`config.mk`:
```
export PLATFORM = sky130hd
export DESIGN_NAME = hcbp_packer
export DESIGN_NICKNAME = d
export VERILOG_FILES = /design/src/design/hcbp_pkg.sv /design/src/design/hcbp_packer.sv
export SDC_FILE = /design/constraint.sdc
export NUM_CORES = 1
export LEC_CHECK = 0
export BUFFER_PORTS_ARGS = -buffer_cell sky130_fd_sc_hd__buf_2
export CAP_MARGIN = 20
export CORE_UTILIZATION = 45
export DETAILED_ROUTE_END_ITERATION = 7
export PLACE_DENSITY_LB_ADDON = 0.25
export SETUP_SLACK_MARGIN = 0.2
export SLEW_MARGIN = 30
export SYNTH_ARGS = -nofsm -noshare
export SYNTH_HDL_FRONTEND = slang
export SYNTH_SLANG_ARGS = --single-unit
```
`constraint.sdc`:
```
create_clock -name i_clk -period 5.34 [get_ports i_clk]
set_input_delay 1.068 -clock i_clk [delete_from_list [all_inputs] [get_ports i_clk]]
set_output_delay 1.068 -clock i_clk [all_outputs]
set_load 0.01 [all_outputs]
```
`src/design/hcbp_pkg.sv`:
```
package hcbp_pkg;

    localparam int VALUE_W = 32;
    localparam int LEN_W   = 6;
    localparam int BYTE_W  = 8;
    localparam int FILL_W  = 3;
    localparam int MAX_OUT = 4;
    localparam int CNT_W   = 3;
    localparam int WIN_W   = BYTE_W + VALUE_W;

    typedef enum logic [1:0] {
        KIND_WRITE  = 2'd0,
        KIND_ENCODE = 2'd1,
        KIND_FLUSH  = 2'd2
    } t_kind;

    // one item leaving the table stage toward the packer
    typedef struct packed {
        logic               valid;
        t_kind              kind;
        logic [VALUE_W-1:0] value;
        logic [LEN_W-1:0]   length;
    } t_pack_req;

endpackage

```
`src/design/hcbp_packer.sv`:
```
module hcbp_packer
    import hcbp_pkg::*;
(
    input  logic        i_clk,
    input  logic        i_rst_n,
    input  t_pack_req   i_req,
    output logic        o_take,
    output logic        o_out_valid,
    input  logic        i_out_ready,
    output logic [7:0]  o_out_byte,
    output logic        o_byte_valid,
    output logic        o_is_flush,
    output logic [2:0]  o_tail_bits,
    output logic        o_is_last
);

    logic [BYTE_W-1:0]        r_partial;
    logic [FILL_W-1:0]        r_filled;
    logic [MAX_OUT*BYTE_W-1:0] r_obuf;
    logic [CNT_W-1:0]         r_cnt;
    logic                     r_flush;
    logic                     r_bvalid;
    logic [FILL_W-1:0]        r_tail;

    logic                     out_acc;
    logic                     buf_free;
    logic [VALUE_W:0]         mask;
    logic [VALUE_W-1:0]       masked;
    logic [LEN_W-1:0]         total;
    logic [LEN_W-1:0]         sh;
    logic [CNT_W-1:0]         nbytes;
    logic [WIN_W-1:0]         win;
    logic [WIN_W-1:0]         rest;

    assign out_acc  = o_out_valid && i_out_ready;
    assign buf_free = (r_cnt == '0) || ((r_cnt == CNT_W'(1)) && i_out_ready);
    assign o_take   = i_req.valid && (buf_free ||
                      !(i_req.kind == KIND_ENCODE || i_req.kind == KIND_FLUSH));

    // line up pending bits and the new code msb-first in one window
    always_comb begin
        mask   = ((VALUE_W+1)'(1) << i_req.length) - (VALUE_W+1)'(1);
        masked = i_req.value & mask[VALUE_W-1:0];
        total  = LEN_W'(r_filled) + i_req.length;
        sh     = LEN_W'(WIN_W) - LEN_W'(r_filled) - i_req.length;
        nbytes = total[LEN_W-1:3];
        win    = {r_partial, {VALUE_W{1'b0}}} | ({{BYTE_W{1'b0}}, masked} << sh);
        rest   = win << {nbytes, 3'b000};
    end

    always_ff @(posedge i_clk) begin
        if (!i_rst_n) begin
            r_partial <= '0;
            r_filled  <= '0;
            r_cnt     <= '0;
            r_flush   <= 1'b0;
            r_bvalid  <= 1'b0;
            r_tail    <= '0;
        end else if (o_take && i_req.kind == KIND_ENCODE) begin
            r_partial <= rest[WIN_W-1:WIN_W-BYTE_W];
            r_filled  <= total[FILL_W-1:0];
            r_obuf    <= win[WIN_W-1:BYTE_W];
            r_cnt     <= nbytes;
            r_flush   <= 1'b0;
            r_bvalid  <= 1'b1;
            r_tail    <= '0;
        end else if (o_take && i_req.kind == KIND_FLUSH) begin
            r_partial <= '0;
            r_filled  <= '0;
            r_obuf    <= {r_partial, {(MAX_OUT-1)*BYTE_W{1'b0}}};
            r_cnt     <= CNT_W'(1);
            r_flush   <= 1'b1;
            r_bvalid  <= (r_filled != '0);
            r_tail    <= r_filled;
        end else if (out_acc) begin
            r_obuf <= r_obuf << BYTE_W;
            r_cnt  <= r_cnt - CNT_W'(1);
        end
    end

    assign o_out_valid  = (r_cnt != '0);
    assign o_out_byte   = r_obuf[MAX_OUT*BYTE_W-1 -: BYTE_W];
    assign o_byte_valid = r_bvalid;
    assign o_is_flush   = r_flush;
    assign o_tail_bits  = r_tail;
    assign o_is_last    = (r_cnt == CNT_W'(1));

endmodule

```
* Word-level counts from Yosys, hierarchy flattened *
Cells that the tools add are included.

storage, ports and cells
  output and inout port bits = 16
  input bits = 44
  flip-flop bits (word level) = 51
  logic and storage cells = 49

cells by class
  equal/unequal tests = 3
  shifts and indexed selects = 3
  add/subtract/negate cells = 5
  reduce and logical (&&, ||, !) cells = 16
  bitwise operators = 3
  muxes and demuxes = 12

operator list
  cell                   number
  $mux 32                3
  $or 40x40->40          1
  $shl 32x6->40          1
  $shl 40x6->40          1
  $and 32x32->32         1
  $shl 1x6->32 const A   1
  $sub 32x2->32 const B  1
  $mux 8                 2
  $mux 3                 5
  $reduce_bool 3->1      3
  $add 3x6->6            1
  $sub 6x3->6 const A    1
  $sub 6x6->6            1
  $logic_and 1x1->1      5
  $eq 3x1->1 const B     1
  $logic_not 3->1        1
  $logic_or 1x1->1       3
  $sub 3x1->3 const B    1
  $eq 2x1->1 const B     1
  $eq 2x2->1 const B     1
  $mux 1                 2
  $reduce_and 2->1       1
  $reduce_bool 2->1      1
  $reduce_or 2->1        1
  2 further kinds        2

* Depth between registers and ports, before layout *
  word-level depth = 8
  depth in mapped cells = 16
  gate-level depth less buffers = 12

* Worst setup path after synthesis *
OpenSTA, ideal clock, no wires.

  path type = input to register
  start point = input i_req[2] (netlist bit)
  end point = register r_obuf[30] (data pin)
  stages = 13
  required time = 5.065 ns
  arrival = 4.461 ns
  path buffers = 3
  setup time = 0.275 ns
  path slack = 0.604 ns
  cell sequence = clkbuf_1 buf_1 inv_1 ha_1 fa_1 and3b_1 o32ai_2 nor3_1 clkbuf_1 a41o_1 a211oi_1 o2111ai_1 a21boi_0

on the way
  longest elaborated chain between the ends = 6
  elaborated cells on any way between the ends = 7
  those cells by class = add/sub: 2; shift: 2; mux: 1; bitwise: 2

RTL lines
  item                    RTL line           source
  start: declaration      hcbp_packer.sv:6   input t_pack_req i_req,
  $shl 1x6->32            hcbp_packer.sv:42  mask = ((VALUE_W+1)'(1) << i_req.length) - (VALUE_W+1)'(1);
  $sub 32x2->32           hcbp_packer.sv:42
  $and 32x32->32          hcbp_packer.sv:43  masked = i_req.value & mask[VALUE_W-1:0];
  $shl 32x6->40 *         hcbp_packer.sv:47  win = {r_partial, {VALUE_W{1'b0}}} | ({{BYTE_W{1'b0}}, masked} << sh);
  $or 40x40->40 *         hcbp_packer.sv:47
  $mux 32 *               hcbp_packer.sv:59  end else if (o_take && i_req.kind == KIND_ENCODE) begin
  end signal: assignment  hcbp_packer.sv:62  r_obuf <= win[WIN_W-1:BYTE_W];
  end signal: assignment  hcbp_packer.sv:70  r_obuf <= {r_partial, {(MAX_OUT-1)*BYTE_W{1'b0}}};
  end signal: assignment  hcbp_packer.sv:76  r_obuf <= r_obuf << BYTE_W;
  end: declaration        hcbp_packer.sv:19  logic [MAX_OUT*BYTE_W-1:0] r_obuf;

Mark *: on every way between the ends. The rest lies on a longest branch, timed or not.
A chain may end at the register's enable or synchronous reset.

* Final worst setup path *
  start point = input i_req[4] (netlist bit)
  end point = register r_partial[4]

on the way
  longest elaborated chain between the ends = 7
  elaborated cells on any way between the ends = 9
  those cells by class = add/sub: 3; shift: 3; mux: 1; bitwise: 2

RTL lines
  item                    RTL line           source
  $shl 1x6->32            hcbp_packer.sv:42
  $sub 32x2->32           hcbp_packer.sv:42
  $and 32x32->32          hcbp_packer.sv:43
  $shl 32x6->40           hcbp_packer.sv:47
  $or 40x40->40           hcbp_packer.sv:47
  $shl 40x6->40 *         hcbp_packer.sv:48  rest = win << {nbytes, 3'b000};
  $mux 8 *                hcbp_packer.sv:59
  end signal: assignment  hcbp_packer.sv:60  r_partial <= rest[WIN_W-1:WIN_W-BYTE_W];
  end: declaration        hcbp_packer.sv:17  logic [BYTE_W-1:0] r_partial;

Marks and branches as above.

==> flow_metrics.tcl <==
set metrics [dict create \
    firstDrtPassIters 6 \
    postPlaceCellArea_um2 7530 \
    p_per_area_nw_per_um2 286 \
    syn-instance-count 945 \
    rsz0062_at_grt "false" \
    drt_iter0_drc 1305 \
    total_power_mw 2.20 \
    fin_nets 1037 \
    cts_setup_buffers 0 \
    ctsResizeCount 0 \
    fin_setup_tns_ns 0 \
    place_congestion 1.09 \
    core_area_um2 14800 \
    crit_arrival_ns 4.97 \
    cts_tree "yes" \
    finClkSkew_ns 0.00759 \
    io_pins 60 \
    fin_cells 1161 \
    wl_per_cell_um 26.0 \
    ir_drop_v 0.000130 \
    syn-num-nets 1006 \
    synth-adder-area-share_pct 3.55 \
    required_ns 5.58 \
    mostFrequentLayoutCell "nor2_1" \
    leakage_nw 2.90 \
    cts_sinks 51 \
    ys_warn_count 0 \
    finalSetupViolCount 0 \
    dp_cells 1153 \
    start_kind "primary input" \
    synth_area_per_cell_um2 7.32 \
    cts_max_level 2 \
    postRouteWirelength_um 30200 \
    slowest_delay_ns 0.64 \
    synth_flop_cell "edfxtp_1" \
    dp_hpwl_um 23100 \
    hold_path_class "flip-flop to flip-flop" \
    ant_nets 0 \
    grt_use_total_pct 38.0 \
    area_delta_synth_final_pct 11.2 \
    cts-buffers-inserted 5 \
    crit_path_frequent_cell "nand3_1" \
    outcome "finished clean" \
    synth_seq_cells 51 \
    async_reset_ff_share_pct 0 \
    synthMuxAreaShare_pct 4.81 \
    synthSimpleGateAreaFrac_pct 25.4 \
    placementRows 44 \
    grt_antenna_before_repair 0 \
    fill_cells 1463 \
    grt_max_degree 47 \
    via_per_inst 7.34 \
    final_util_pct 52.1 \
    grt_pass1_wl_um 46500 \
    dieWidth_um 126 \
    die_h_um 126 \
    worst_slew_pin_slew_ns 0.965 \
    synth_cell_types 83 \
    clkLatencyLatePin_ns 0.30 \
    finalCritPeriodShare_pct 88.6 \
    grt.overflow.total 0 \
    grt_pass1_vias 7867 \
    yosys.area_share.xor_xnor_pct 0.760 \
    die_area_um2 15900 \
    hold_buffers 0 \
    drv_slew 0 \
    synth_edf_count 32 \
    most-common-layout-cells "90 x nor2_1, 75 x nand2_1, 59 x a21oi_1, 59 x buf_2, 52 x buf_4" \
    relSlewSlack_pct 35.1 \
    crit_path_max_fanout 23 \
    synth-seq-area-share_pct 19.4 \
    synth-compound-area-share_pct 39.2 \
    synth_top_family_by_area "compound AO/OA/AOI/OAI gates" \
    drc 0 \
    design_area_um2 7690 \
    cpMaxStageDelayCell "nor4_2" \
    port-buffer-count 59 \
    cp-end-kind "flip-flop" \
    root_buffer "clkbuf_16" \
    drv_cap 0 \
    drive_gt1_share_pct 16.5 \
    fmax_mhz 211 \
    hold_viol_final 0 \
    antenna_cells 0 \
    post-route-min-period_ns 4.73 \
    start_util_pct 46.9 \
    cts.path.max_buffers 2 \
    clk_pin_slew_ns 0.07 \
    crit_chain "buf_2, nor4_2, nand3_1, ha_1, or3b_2, o32ai_1, a32oi_1, and2_1, a222oi_1, nand3_1, a31oi_1, o32a_1" \
    syn_area_um2 6910 \
    path_class "primary input to flip-flop" \
    num_vias 8519 \
]
## per-layer routing
metal,vias up,GRT usage (%),wire (µm)
li1,3788,-,-
met1,4029,52.5,12600
met2,628,59.7,13500
met3,74,7.56,3350
met4,0,11.3,790
met5,-,0,0
## worst paths after layout
path | startpoint | depth (start not counted) | slack, ns | to
setup / recovery | i_req[4] | 12 | 0.61 | r_partial[4]$_SDFFE_PN0P_
hold / removal | o_is_flush$_SDFFE_PP0P_ | 2 | 0.45 | o_is_flush$_SDFFE_PP0P_
setup reg to reg | r_filled[2]$_SDFFE_PN0P_ | 11 | 1.39 | r_obuf[24]$_DFFE_PP_
hold reg to reg | o_is_flush$_SDFFE_PP0P_ | 2 | 0.45 | o_is_flush$_SDFFE_PP0P_
## where the power goes
group | leakage [nW] | switching (mW) | total, mW | internal [mW]
logic | 2.37 | 0.903 | 1.36 | 0.459
registers | 0.456 | 0.0183 | 0.501 | 0.483
clock network | 0.0731 | 0.151 | 0.339 | 0.188
total | 2.90 | 1.07 | 2.20 | 1.13
## per-stage QoR
| step | hold WS [ns] | setup slack (ns) |
|---|---|---|
| 3_5_place_dp | 0.438 | 0.426 |
| 6_report | 0.446 | 0.611 |
| 4_1_cts | 0.448 | 0.721 |
| 3_3_place_gp | 0.432 | 0.465 |
| 5_1_grt | 0.477 | 0.335 |
| 2_1_floorplan | 0.470 | 0.604 |
## cell usage after synthesis, types with 12 or more instances
| cell type | count | area share [%] |
|---|---|---|
| clkbuf_1 | 61 | 3.3 |
| o31ai_1 | 13 | 1.4 |
| and2_1 | 13 | 1.2 |
| edfxtp_1 | 32 | 14 |
| mux2i_1 | 22 | 3.2 |
| nor3_1 | 43 | 3.1 |
| o21ai_0 | 52 | 3.8 |
| nand3_1 | 34 | 2.5 |
| dfxtp_1 | 19 | 5.5 |
| buf_2 | 14 | 1.0 |
| o21a_1 | 12 | 1.3 |
| a211o_1 | 12 | 1.5 |
| nand2_1 | 75 | 4.1 |
| ha_1 | 14 | 2.5 |
| o211ai_1 | 28 | 3.0 |
| a31oi_1 | 22 | 2.0 |
| nand2b_1 | 16 | 1.4 |
| and3_1 | 15 | 1.4 |
| a211oi_1 | 16 | 1.7 |
| a32oi_1 | 13 | 1.6 |
| nor2_1 | 91 | 4.9 |
| a21oi_1 | 60 | 4.3 |
| inv_1 | 23 | 1.2 |
## worst max-delay path, delay by kind of cell
kind | cells | cell delay, ns
adders and majority gates | 1 | 0.50
and+or+nand+nor | 5 | 1.76
buffers and inverters | 1 | 0.20
AOI/OAI and AO/OA | 5 | 1.43
## area by class of cell
cell class,count,area (µm²),share of cell area [%]
Clock inverter,2,16.3,0.212
Sequential cell,51,1340,17.4
Clock buffer,6,139,1.81
Tap cell,184,230,2.99
Inverter,24,90.1,1.17
Timing Repair Buffer,113,733,9.54
Multi-Input combinational cell,781,5140,66.8
## state kept, by name, summed over array words and instances, names as in the netlist
register / count
o_byte_valid: 1
o_is_flush: 1
o_tail_bits: 3
r_cnt: 3
r_filled: 3
r_obuf: 32
r_partial: 8
## cell families (layout without fill, tap and decap cells)
logic type,Yosys count,in the layout
AOI/OAI and AO/OA,374,374
adders and majority gates,18,18
and+or+nand+nor,352,352
DFF,51,51
xor gates and xnor gates,6,6
muxes,31,31
buffers and inverters,113,145
(Power assumes the default switching activity.)
